===== src/hw/rtl/hls_pkg.sv =====
// hls_pkg: beat types, stage records and constants for the rgb to hls converter
// no dependencies; imported by every module of the converter
`timescale 1ns / 1ps

package hls_pkg;

   // channel widths
   localparam int CHAN_W    = 8;
   localparam int HUE_W     = 9;
   localparam int HUE_NUM_W = 17;
   localparam int SAT_NUM_W = 16;
   localparam int DIFF_W    = 9;
   localparam int SUM_W     = 9;
   localparam int QUO_BITS  = 9;

   // fixed values of the scheme
   localparam logic [HUE_W-1:0]     GREY_HUE   = 9'd180;
   localparam logic [HUE_NUM_W-1:0] HUE_GREEN  = 17'd120;
   localparam logic [HUE_NUM_W-1:0] HUE_BLUE   = 17'd240;
   localparam logic [HUE_NUM_W-1:0] HUE_WRAP   = 17'd360;
   localparam logic [SUM_W-1:0]     SUM_HALF   = 9'd255;
   localparam logic [SUM_W-1:0]     SUM_FULL   = 9'd510;

   // which component is largest, ties to red then green
   typedef enum logic [1:0] {
      SECT_RED,
      SECT_GREEN,
      SECT_BLUE
   } sector_type;

   // input beat
   typedef struct packed {
      logic [CHAN_W-1:0] red_in;
      logic [CHAN_W-1:0] green_in;
      logic [CHAN_W-1:0] blue_in;
   } pixel_type;

   // result beat
   typedef struct packed {
      logic [HUE_W-1:0]  hue_out;
      logic [CHAN_W-1:0] sat_out;
      logic [CHAN_W-1:0] light_out;
   } result_type;

   // after the extremes stage
   typedef struct packed {
      sector_type               sector;
      logic signed [DIFF_W-1:0] diff;
      logic [SUM_W-1:0]         sum;
      logic [CHAN_W-1:0]        delta;
   } extreme_type;

   // running state of both long divisions
   typedef struct packed {
      logic [HUE_NUM_W-1:0] hue_rem;
      logic [CHAN_W-1:0]    hue_den;
      logic [HUE_W-1:0]     hue_quo;
      logic [SAT_NUM_W-1:0] sat_rem;
      logic [CHAN_W-1:0]    sat_den;
      logic [CHAN_W-1:0]    sat_quo;
      logic [CHAN_W-1:0]    light;
   } divide_type;

endpackage


===== src/hw/rtl/hls_extreme.sv =====
// hls_extreme: first pipeline stage, finds max, min, sector and the hue difference
// depends on hls_pkg
`timescale 1ns / 1ps

module hls_extreme
   import hls_pkg::*;
(
   input  logic        clock,
   input  logic        reset,
   input  logic        up_valid,
   output logic        up_ready,
   input  pixel_type   up_data,
   output logic        dn_valid,
   input  logic        dn_ready,
   output extreme_type dn_data
);

   logic        valid_ff;
   extreme_type stage_ff;
   extreme_type stage_in;

   logic [CHAN_W-1:0] r_val, g_val, b_val, mx, mn;
   logic signed [DIFF_W-1:0] r_s, g_s, b_s;

   // sector by largest component, ties to red then green
   always_comb begin
      r_val = up_data.red_in;
      g_val = up_data.green_in;
      b_val = up_data.blue_in;
      r_s = $signed({1'b0, r_val});
      g_s = $signed({1'b0, g_val});
      b_s = $signed({1'b0, b_val});
      mn = (r_val < g_val) ? r_val : g_val;
      if (b_val < mn) begin
         mn = b_val;
      end
      if (r_val >= g_val && r_val >= b_val) begin
         mx = r_val;
         stage_in.sector = SECT_RED;
         stage_in.diff = g_s - b_s;
      end else if (g_val >= b_val) begin
         mx = g_val;
         stage_in.sector = SECT_GREEN;
         stage_in.diff = b_s - r_s;
      end else begin
         mx = b_val;
         stage_in.sector = SECT_BLUE;
         stage_in.diff = r_s - g_s;
      end
      stage_in.sum = {1'b0, mx} + {1'b0, mn};
      stage_in.delta = mx - mn;
   end

   // stage register with bubble fill
   assign up_ready = !valid_ff || dn_ready;

   always_ff @(posedge clock) begin
      if (reset) begin
         valid_ff <= 1'b0;
      end else if (up_ready) begin
         valid_ff <= up_valid;
      end
   end

   always_ff @(posedge clock) begin
      if (up_valid && up_ready) begin
         stage_ff <= stage_in;
      end
   end

   assign dn_valid = valid_ff;
   assign dn_data  = stage_ff;

endmodule


===== src/hw/rtl/hls_operand.sv =====
// hls_operand: second pipeline stage, forms dividends, divisors and lightness
// depends on hls_pkg
`timescale 1ns / 1ps

module hls_operand
   import hls_pkg::*;
(
   input  logic        clock,
   input  logic        reset,
   input  logic        up_valid,
   output logic        up_ready,
   input  extreme_type up_data,
   output logic        dn_valid,
   input  logic        dn_ready,
   output divide_type  dn_data
);

   logic       valid_ff;
   divide_type stage_ff;
   divide_type stage_in;

   logic [HUE_NUM_W-1:0]        delta_w;
   logic [HUE_NUM_W-1:0]        base;
   logic signed [HUE_NUM_W+1:0] diff_x60;
   logic signed [HUE_NUM_W+1:0] hue_num;
   logic [CHAN_W-1:0]           den;
   logic                        grey;

   always_comb begin
      delta_w  = HUE_NUM_W'(up_data.delta);
      grey     = (up_data.delta == '0);
      diff_x60 = (HUE_NUM_W+2)'(up_data.diff) * $signed((HUE_NUM_W+2)'(60));

      // sector base angle times delta, wrap for a negative red hue
      unique case (up_data.sector)
         SECT_RED: begin
            base = (up_data.diff < 0) ? delta_w * HUE_WRAP : '0;
         end
         SECT_GREEN: begin
            base = delta_w * HUE_GREEN;
         end
         SECT_BLUE: begin
            base = delta_w * HUE_BLUE;
         end
         default: begin
            base = '0;
         end
      endcase
      hue_num = $signed({2'b00, base}) + diff_x60;

      // saturation divisor folds at the half-way sum
      if (up_data.sum <= SUM_HALF) begin
         den = up_data.sum[CHAN_W-1:0];
      end else begin
         den = CHAN_W'(SUM_FULL - up_data.sum);
      end

      // grey pixel divides to fixed hue and zero saturation
      if (grey) begin
         stage_in.hue_rem = HUE_NUM_W'(GREY_HUE);
         stage_in.hue_den = CHAN_W'(1);
         stage_in.sat_rem = '0;
         stage_in.sat_den = CHAN_W'(1);
      end else begin
         stage_in.hue_rem = hue_num[HUE_NUM_W-1:0];
         stage_in.hue_den = up_data.delta;
         stage_in.sat_rem = {up_data.delta, CHAN_W'(0)} - SAT_NUM_W'(up_data.delta);
         stage_in.sat_den = den;
      end
      stage_in.hue_quo = '0;
      stage_in.sat_quo = '0;
      stage_in.light   = up_data.sum[SUM_W-1:1];
   end

   // stage register with bubble fill
   assign up_ready = !valid_ff || dn_ready;

   always_ff @(posedge clock) begin
      if (reset) begin
         valid_ff <= 1'b0;
      end else if (up_ready) begin
         valid_ff <= up_valid;
      end
   end

   always_ff @(posedge clock) begin
      if (up_valid && up_ready) begin
         stage_ff <= stage_in;
      end
   end

   assign dn_valid = valid_ff;
   assign dn_data  = stage_ff;

endmodule


===== src/hw/rtl/hls_div_step.sv =====
// hls_div_step: one restoring division step for hue and saturation, one quotient bit each
// depends on hls_pkg
`timescale 1ns / 1ps

module hls_div_step
   import hls_pkg::*;
#(
   parameter int BIT_POS = 0
)
(
   input  logic       clock,
   input  logic       reset,
   input  logic       up_valid,
   output logic       up_ready,
   input  divide_type up_data,
   output logic       dn_valid,
   input  logic       dn_ready,
   output divide_type dn_data
);

   logic       valid_ff;
   divide_type stage_ff;
   divide_type stage_in;

   logic [HUE_NUM_W-1:0] hue_sub;
   logic [SAT_NUM_W-1:0] sat_sub;
   logic                 hue_take;
   logic                 sat_take;

   // compare remainder against shifted divisor, subtract on a fit
   always_comb begin
      stage_in = up_data;
      hue_sub  = HUE_NUM_W'(up_data.hue_den) << BIT_POS;
      sat_sub  = SAT_NUM_W'(up_data.sat_den) << BIT_POS;
      hue_take = (up_data.hue_rem >= hue_sub);
      sat_take = (up_data.sat_rem >= sat_sub);
      if (hue_take) begin
         stage_in.hue_rem = up_data.hue_rem - hue_sub;
      end
      if (sat_take) begin
         stage_in.sat_rem = up_data.sat_rem - sat_sub;
      end
      stage_in.hue_quo = {up_data.hue_quo[HUE_W-2:0], hue_take};
      stage_in.sat_quo = {up_data.sat_quo[CHAN_W-2:0], sat_take};
   end

   // stage register with bubble fill
   assign up_ready = !valid_ff || dn_ready;

   always_ff @(posedge clock) begin
      if (reset) begin
         valid_ff <= 1'b0;
      end else if (up_ready) begin
         valid_ff <= up_valid;
      end
   end

   always_ff @(posedge clock) begin
      if (up_valid && up_ready) begin
         stage_ff <= stage_in;
      end
   end

   assign dn_valid = valid_ff;
   assign dn_data  = stage_ff;

endmodule


===== src/hw/rtl/rgb_to_hls_convert.sv =====
// Converts one 8-bit RGB pixel per beat into hue in degrees (0..359), saturation and
// lightness (0..255), with truncating integer division throughout; a grey pixel gives
// hue 180 and saturation 0. The block takes one pixel every clock while its results are
// taken at the same pace: two stages find the extremes and form the operands,
// then nine division stages each settle one quotient bit of the hue and of the saturation.
// Every stage holds its beat under backpressure and fills bubbles, so a waiting result
// stops new pixels only once all eleven stages hold a beat; ready runs combinationally
// from the result port back to the pixel port. Depends on hls_pkg, hls_extreme,
// hls_operand and hls_div_step.
`timescale 1ns / 1ps

module rgb_to_hls_convert
   import hls_pkg::*;
(
   input  logic       clock,
   input  logic       reset,
   input  logic       req_valid,
   output logic       req_ready,
   input  pixel_type  req_pixel,
   output logic       rsp_valid,
   input  logic       rsp_ready,
   output result_type rsp_result
);

   extreme_type ext_data;
   logic        ext_valid;
   logic        ext_ready;

   logic       div_valid [QUO_BITS+1];
   logic       div_ready [QUO_BITS+1];
   divide_type div_data  [QUO_BITS+1];

   // extremes and sector
   hls_extreme u_extreme (
      .clock    (clock),
      .reset    (reset),
      .up_valid (req_valid),
      .up_ready (req_ready),
      .up_data  (req_pixel),
      .dn_valid (ext_valid),
      .dn_ready (ext_ready),
      .dn_data  (ext_data)
   );

   // dividends, divisors and lightness
   hls_operand u_operand (
      .clock    (clock),
      .reset    (reset),
      .up_valid (ext_valid),
      .up_ready (ext_ready),
      .up_data  (ext_data),
      .dn_valid (div_valid[0]),
      .dn_ready (div_ready[0]),
      .dn_data  (div_data[0])
   );

   // division chain, most significant quotient bit first
   for (genvar i = 0; i < QUO_BITS; i++) begin : g_div
      hls_div_step #(
         .BIT_POS (QUO_BITS - 1 - i)
      ) u_step (
         .clock    (clock),
         .reset    (reset),
         .up_valid (div_valid[i]),
         .up_ready (div_ready[i]),
         .up_data  (div_data[i]),
         .dn_valid (div_valid[i+1]),
         .dn_ready (div_ready[i+1]),
         .dn_data  (div_data[i+1])
      );
   end

   // last division stage is the result register
   assign rsp_valid                = div_valid[QUO_BITS];
   assign div_ready[QUO_BITS]      = rsp_ready;
   assign rsp_result.hue_out       = div_data[QUO_BITS].hue_quo;
   assign rsp_result.sat_out       = div_data[QUO_BITS].sat_quo;
   assign rsp_result.light_out     = div_data[QUO_BITS].light;

endmodule

===== config.mk =====
export PLATFORM = sky130hd
export DESIGN_NAME = rgb_to_hls_convert
export DESIGN_NICKNAME = d
export VERILOG_FILES = /design/src/hw/rtl/hls_pkg.sv /design/src/hw/rtl/hls_extreme.sv /design/src/hw/rtl/hls_operand.sv /design/src/hw/rtl/hls_div_step.sv /design/src/hw/rtl/rgb_to_hls_convert.sv
export SDC_FILE = /design/constraint.sdc
export NUM_CORES = 1
export LEC_CHECK = 0
export BUFFER_PORTS_ARGS = -buffer_cell sky130_fd_sc_hd__clkbuf_2
export CAP_MARGIN = 20
export CORE_ASPECT_RATIO = 0.5
export CORE_UTILIZATION = 30
export CTS_CLUSTER_DIAMETER = 80
export DETAILED_ROUTE_END_ITERATION = 8
export PLACE_DENSITY = 0.54
export SYNTH_ARGS = -nofsm -noshare
export SYNTH_HDL_FRONTEND = slang
export SYNTH_SLANG_ARGS = --single-unit

===== constraint.sdc =====
create_clock -name clock -period 16.1 [get_ports clock]
set_input_delay 1.61 -clock clock [delete_from_list [all_inputs] [get_ports clock]]
set_output_delay 1.61 -clock clock [all_outputs]
set_load 0.02 [all_outputs]

==> run_results.csv <==
group,metric,value,unit
floorplan,dieHeight,240.5,µm
setup_path,worst-setup-path-type,"in2reg",
global_route,grt_max_degree,71,
setup_path,crit_path_end_kind,"flip-flop",
synth,yosysTopAreaCell,"edfxtp_1",
power,p_int,4.231,mW
clock_network,cts_hold_buf,0,
cells_and_area,syn_to_final_growth,12.65,%
synth,synth_flop_cell,"edfxtp_1",
clock_network,h-tree-depth,3,
power,p_switching,2.517,mW
floorplan,initial_core_util,30.27,%
synth,synth-warning-count,0,
job,maxCapViolCount,0,
timing,period_minus_slack,6.892,ns
detailed_routing,drtIter0Drc,1046,
cells_and_area,multi_input_area,0.01433,mm²
global_route,grt_antenna_before_repair,0,
floorplan,rows,87,
timing,report.final.hold_viol_count,0,
power,power.density,175.5,mW/mm²
detailed_routing,via_count,20840,
cells_and_area,ff_latch_area,0.01833,mm²
detailed_routing,drt-total-wl,65.11,mm
place,gp_congestion,0.8650,
timing,relSlewSlack,30.77,%
setup_path,start_kind,"primary input",
setup_path,cp.arrival,7.23,ns
place,port_buffers,54,
timing,finalMaxSlewViolations,0,
synth,ys_seq_area_share,53.68,%
timing,finClkSkew,0.01980,ns
clock_network,cts_tree,"yes",
clock_network,cts_max_path_buffers,3,
floorplan,io_pins,55,
synth,synth_edf_count,603,
global_route,grt_usage,11.42,%
power,p_seq_share,30.3,%
timing,worst_slew_pin_slew,1.035,ns
synth,synth_nets,3255,
timing,tns,0,ns
cells_and_area,n_fill_cell,11050,
synth,async_flop_share,0,%
cells_and_area,drive_above_1_share,7.931,%
power,switching_share,37.30,%
global_route,gr-total-overflow,0,
floorplan,fp.dieW,479.1,µm
synth,syn_area,0.03414,mm²
power,power.leakage,14.70,nW
synth,ys_types,73,
place,place_ws,8.607,ns
detailed_routing,vias_per_cell,4.592,
place,dp_hpwl,50.35,mm
timing,post-route-period-util,42.81,%
clock_network,cts_setup_buffers,0,
synth,syn_avg_cell_area,11.79,µm²
detailed_routing,antenna_left,0,
floorplan,dieArea,0.1152,mm²
setup_path,worst-path-max-fanout,14,
power,pwr-share-clk,23.2,%
clock_network,clkSinkCount,614,
power,peakVddDrop,0.2928,mV
floorplan,core,0.1128,mm²
global_route,grt_pass1_vias,21350,
cells_and_area,layout.nets,3335,
clock_network,insertion_delay,0.61,ns
synth,synth.top_cell.area_share,53.04,%
detailed_routing,dr.pass1.iters,5,
clock_network,clkSlewWorstSetupHoldPaths,0.06,ns
synth,ys_top_cells_by_area,"edfxtp_1 53%, ha_1 10%, inv_1 3.6%",
setup_path,required,16.44,ns
power,pwr-share-comb,46.5,%
clock_network,cts_resized,0,
clock_network,cts_buffers,66,
synth,yosys_register_bits,614,
min_path,hold_class,"reg2reg",
synth,synthCells,2895,
detailed_routing,drc_errors,0,
timing,finalWorstSetupSlack,9.208,ns
timing,setup_viol,0,
global_route,grt_pass1_wl,107.3,mm
detailed_routing,wl_per_cell,14.35,µm
timing,grt_setup_unrepaired,"no",
timing,max_freq,145.1,MHz
clock_network,root_buffer,"clkbuf_16",
outcome,status,"finished, final reports clean",
cells_and_area,antenna_cells,0,
metal layers:
| metal | GRT usage, % | up-vias | wire [µm] | share of wire (%) |
|---|---|---|---|---|
| li1 | - | 10600 | - | - |
| met1 | 14.10 | 9790 | 30030 | 46 |
| met2 | 19.85 | 318 | 30660 | 47 |
| met3 | 1.979 | 140 | 2034 | 3.1 |
| met4 | 4.628 | 0 | 2381 | 3.7 |
| met5 | 0 | - | 0 | 0 |
flip-flops by register name (all words and copies together), names as in the netlist:
name                   count
g_div.u_step.dn_data     522
g_div.u_step.dn_valid      9
u_extreme.dn_data         27
u_extreme.dn_valid         1
u_operand.dn_data         54
u_operand.dn_valid         1
power groups by stage:
stage / combinational (mW) / sequential (mW) / clock [mW]
floorplan: 2.44 / 2.03 / 0
global placement: 3.08 / 2.08 / 0
detailed placement: 3.13 / 2.08 / 0
CTS: 3.16 / 2.05 / 1.62
global route: 3.57 / 2.06 / 1.68
finish: 3.14 / 2.05 / 1.57
Yosys cell counts (all sizes together), types with 8 or more instances:
| cell | number |
|---|---|
| or4 | 12 |
| a2111oi | 8 |
| or3 | 12 |
| inv | 328 |
| ha | 275 |
| mux2 | 36 |
| nor3 | 50 |
| a21boi | 21 |
| o31ai | 15 |
| xnor2 | 115 |
| or2 | 9 |
| buf | 33 |
| and2 | 13 |
| nor4b | 10 |
| nand3 | 32 |
| and3 | 16 |
| o21bai | 8 |
| nand2b | 34 |
| xor2 | 83 |
| clkbuf | 28 |
| nor2b | 62 |
| fa | 57 |
| nand4 | 30 |
| o31a | 10 |
| mux2i | 33 |
| a21o | 50 |
| nor4 | 33 |
| nand2 | 170 |
| o41ai | 9 |
| a21oi | 148 |
| o21ai | 156 |
| a211oi | 17 |
| o21a | 59 |
| a31oi | 23 |
| dfxtp | 11 |
| nor2 | 211 |
| o211ai | 9 |
| edfxtp | 603 |
layout by cell type, fill, tap and decap left out, types with 68 or more instances in the layout:
cell type / count
a21oi_1: 145
clkbuf_16: 68
edfxtp_1: 603
ha_1: 275
inv_1: 328
nand2_1: 170
nor2_1: 209
o21ai_0: 155
xnor2_1: 115
xor2_1: 83
path summary, 6_finish.rpt:
kind,from,to,slack [ns],cells past startpoint
max,req_pixel[9],u_extreme.dn_data[16],9.21,24
min,g_div[2].u_step.dn_data[41],g_div[3].u_step.dn_data[42],0.41,0
max reg2reg,u_extreme.dn_data[1],u_operand.dn_data[73],10.53,20
min reg2reg,g_div[2].u_step.dn_data[41],g_div[3].u_step.dn_data[42],0.41,0
cell families (layout without fill, tap and decap cells):
kind of cell | after synthesis | in the layout | synth area share (%)
AO/OA/AOI/OAI | 577 | 577 | 10.69
XOR/XNOR | 198 | 198 | 5.079
adder cells (fa/ha/maj) | 332 | 332 | 13.42
buffers and inverters | 389 | 520 | 4.625
flip-flops | 614 | 614 | 53.68
multiplexers | 69 | 69 | 2.155
AND/OR/NAND/NOR | 716 | 716 | 10.35
final cells by class:
| class | count | share of cell area [%] |
|---|---|---|
| Clock buffer | 77 | 4.538 |
| Clock inverter | 42 | 1.301 |
| Inverter | 328 | 3.201 |
| Multi-Input combinational cell | 1892 | 37.26 |
| Sequential cell | 614 | 47.65 |
| Tap cell | 1513 | 4.922 |
| Timing Repair Buffer | 73 | 1.126 |
critical path: stages:
cell and delay [ns]:
clkbuf_2 0.16, inv_1 0.11, ha_1 0.31, nor2b_1 0.14
o21ai_0 0.23, a31oi_1 0.21, nor2_2 0.50, mux2i_1 0.37
inv_1 0.10, ha_1 0.32, nand4_1 0.11, o31a_1 0.32
a31oi_2 0.81, mux2_2 0.44, ha_1 0.20, inv_1 0.07
fa_1 0.21, nor2b_1 0.06, o21ai_0 0.21, a21oi_1 0.13
o21ai_0 0.24, a21oi_1 0.13, o21ai_0 0.15, nand2b_1 0.07
stage by stage:
stage	area (µm²)	power, mW	util (%)	hold WS (ns)	std cells
after global routing	38460	7.306	34.11	0.4120	4539
after global placement	36170	5.165	32.08	0.4022	4417
after detailed placement	36200	5.214	32.10	0.4045	4418
after floorplan	34140	4.466	-	0.4003	2895
final	38460	6.749	34.11	0.4056	4539
after CTS	38450	6.824	34.09	0.4129	4537
(Power assumes the default switching activity.)
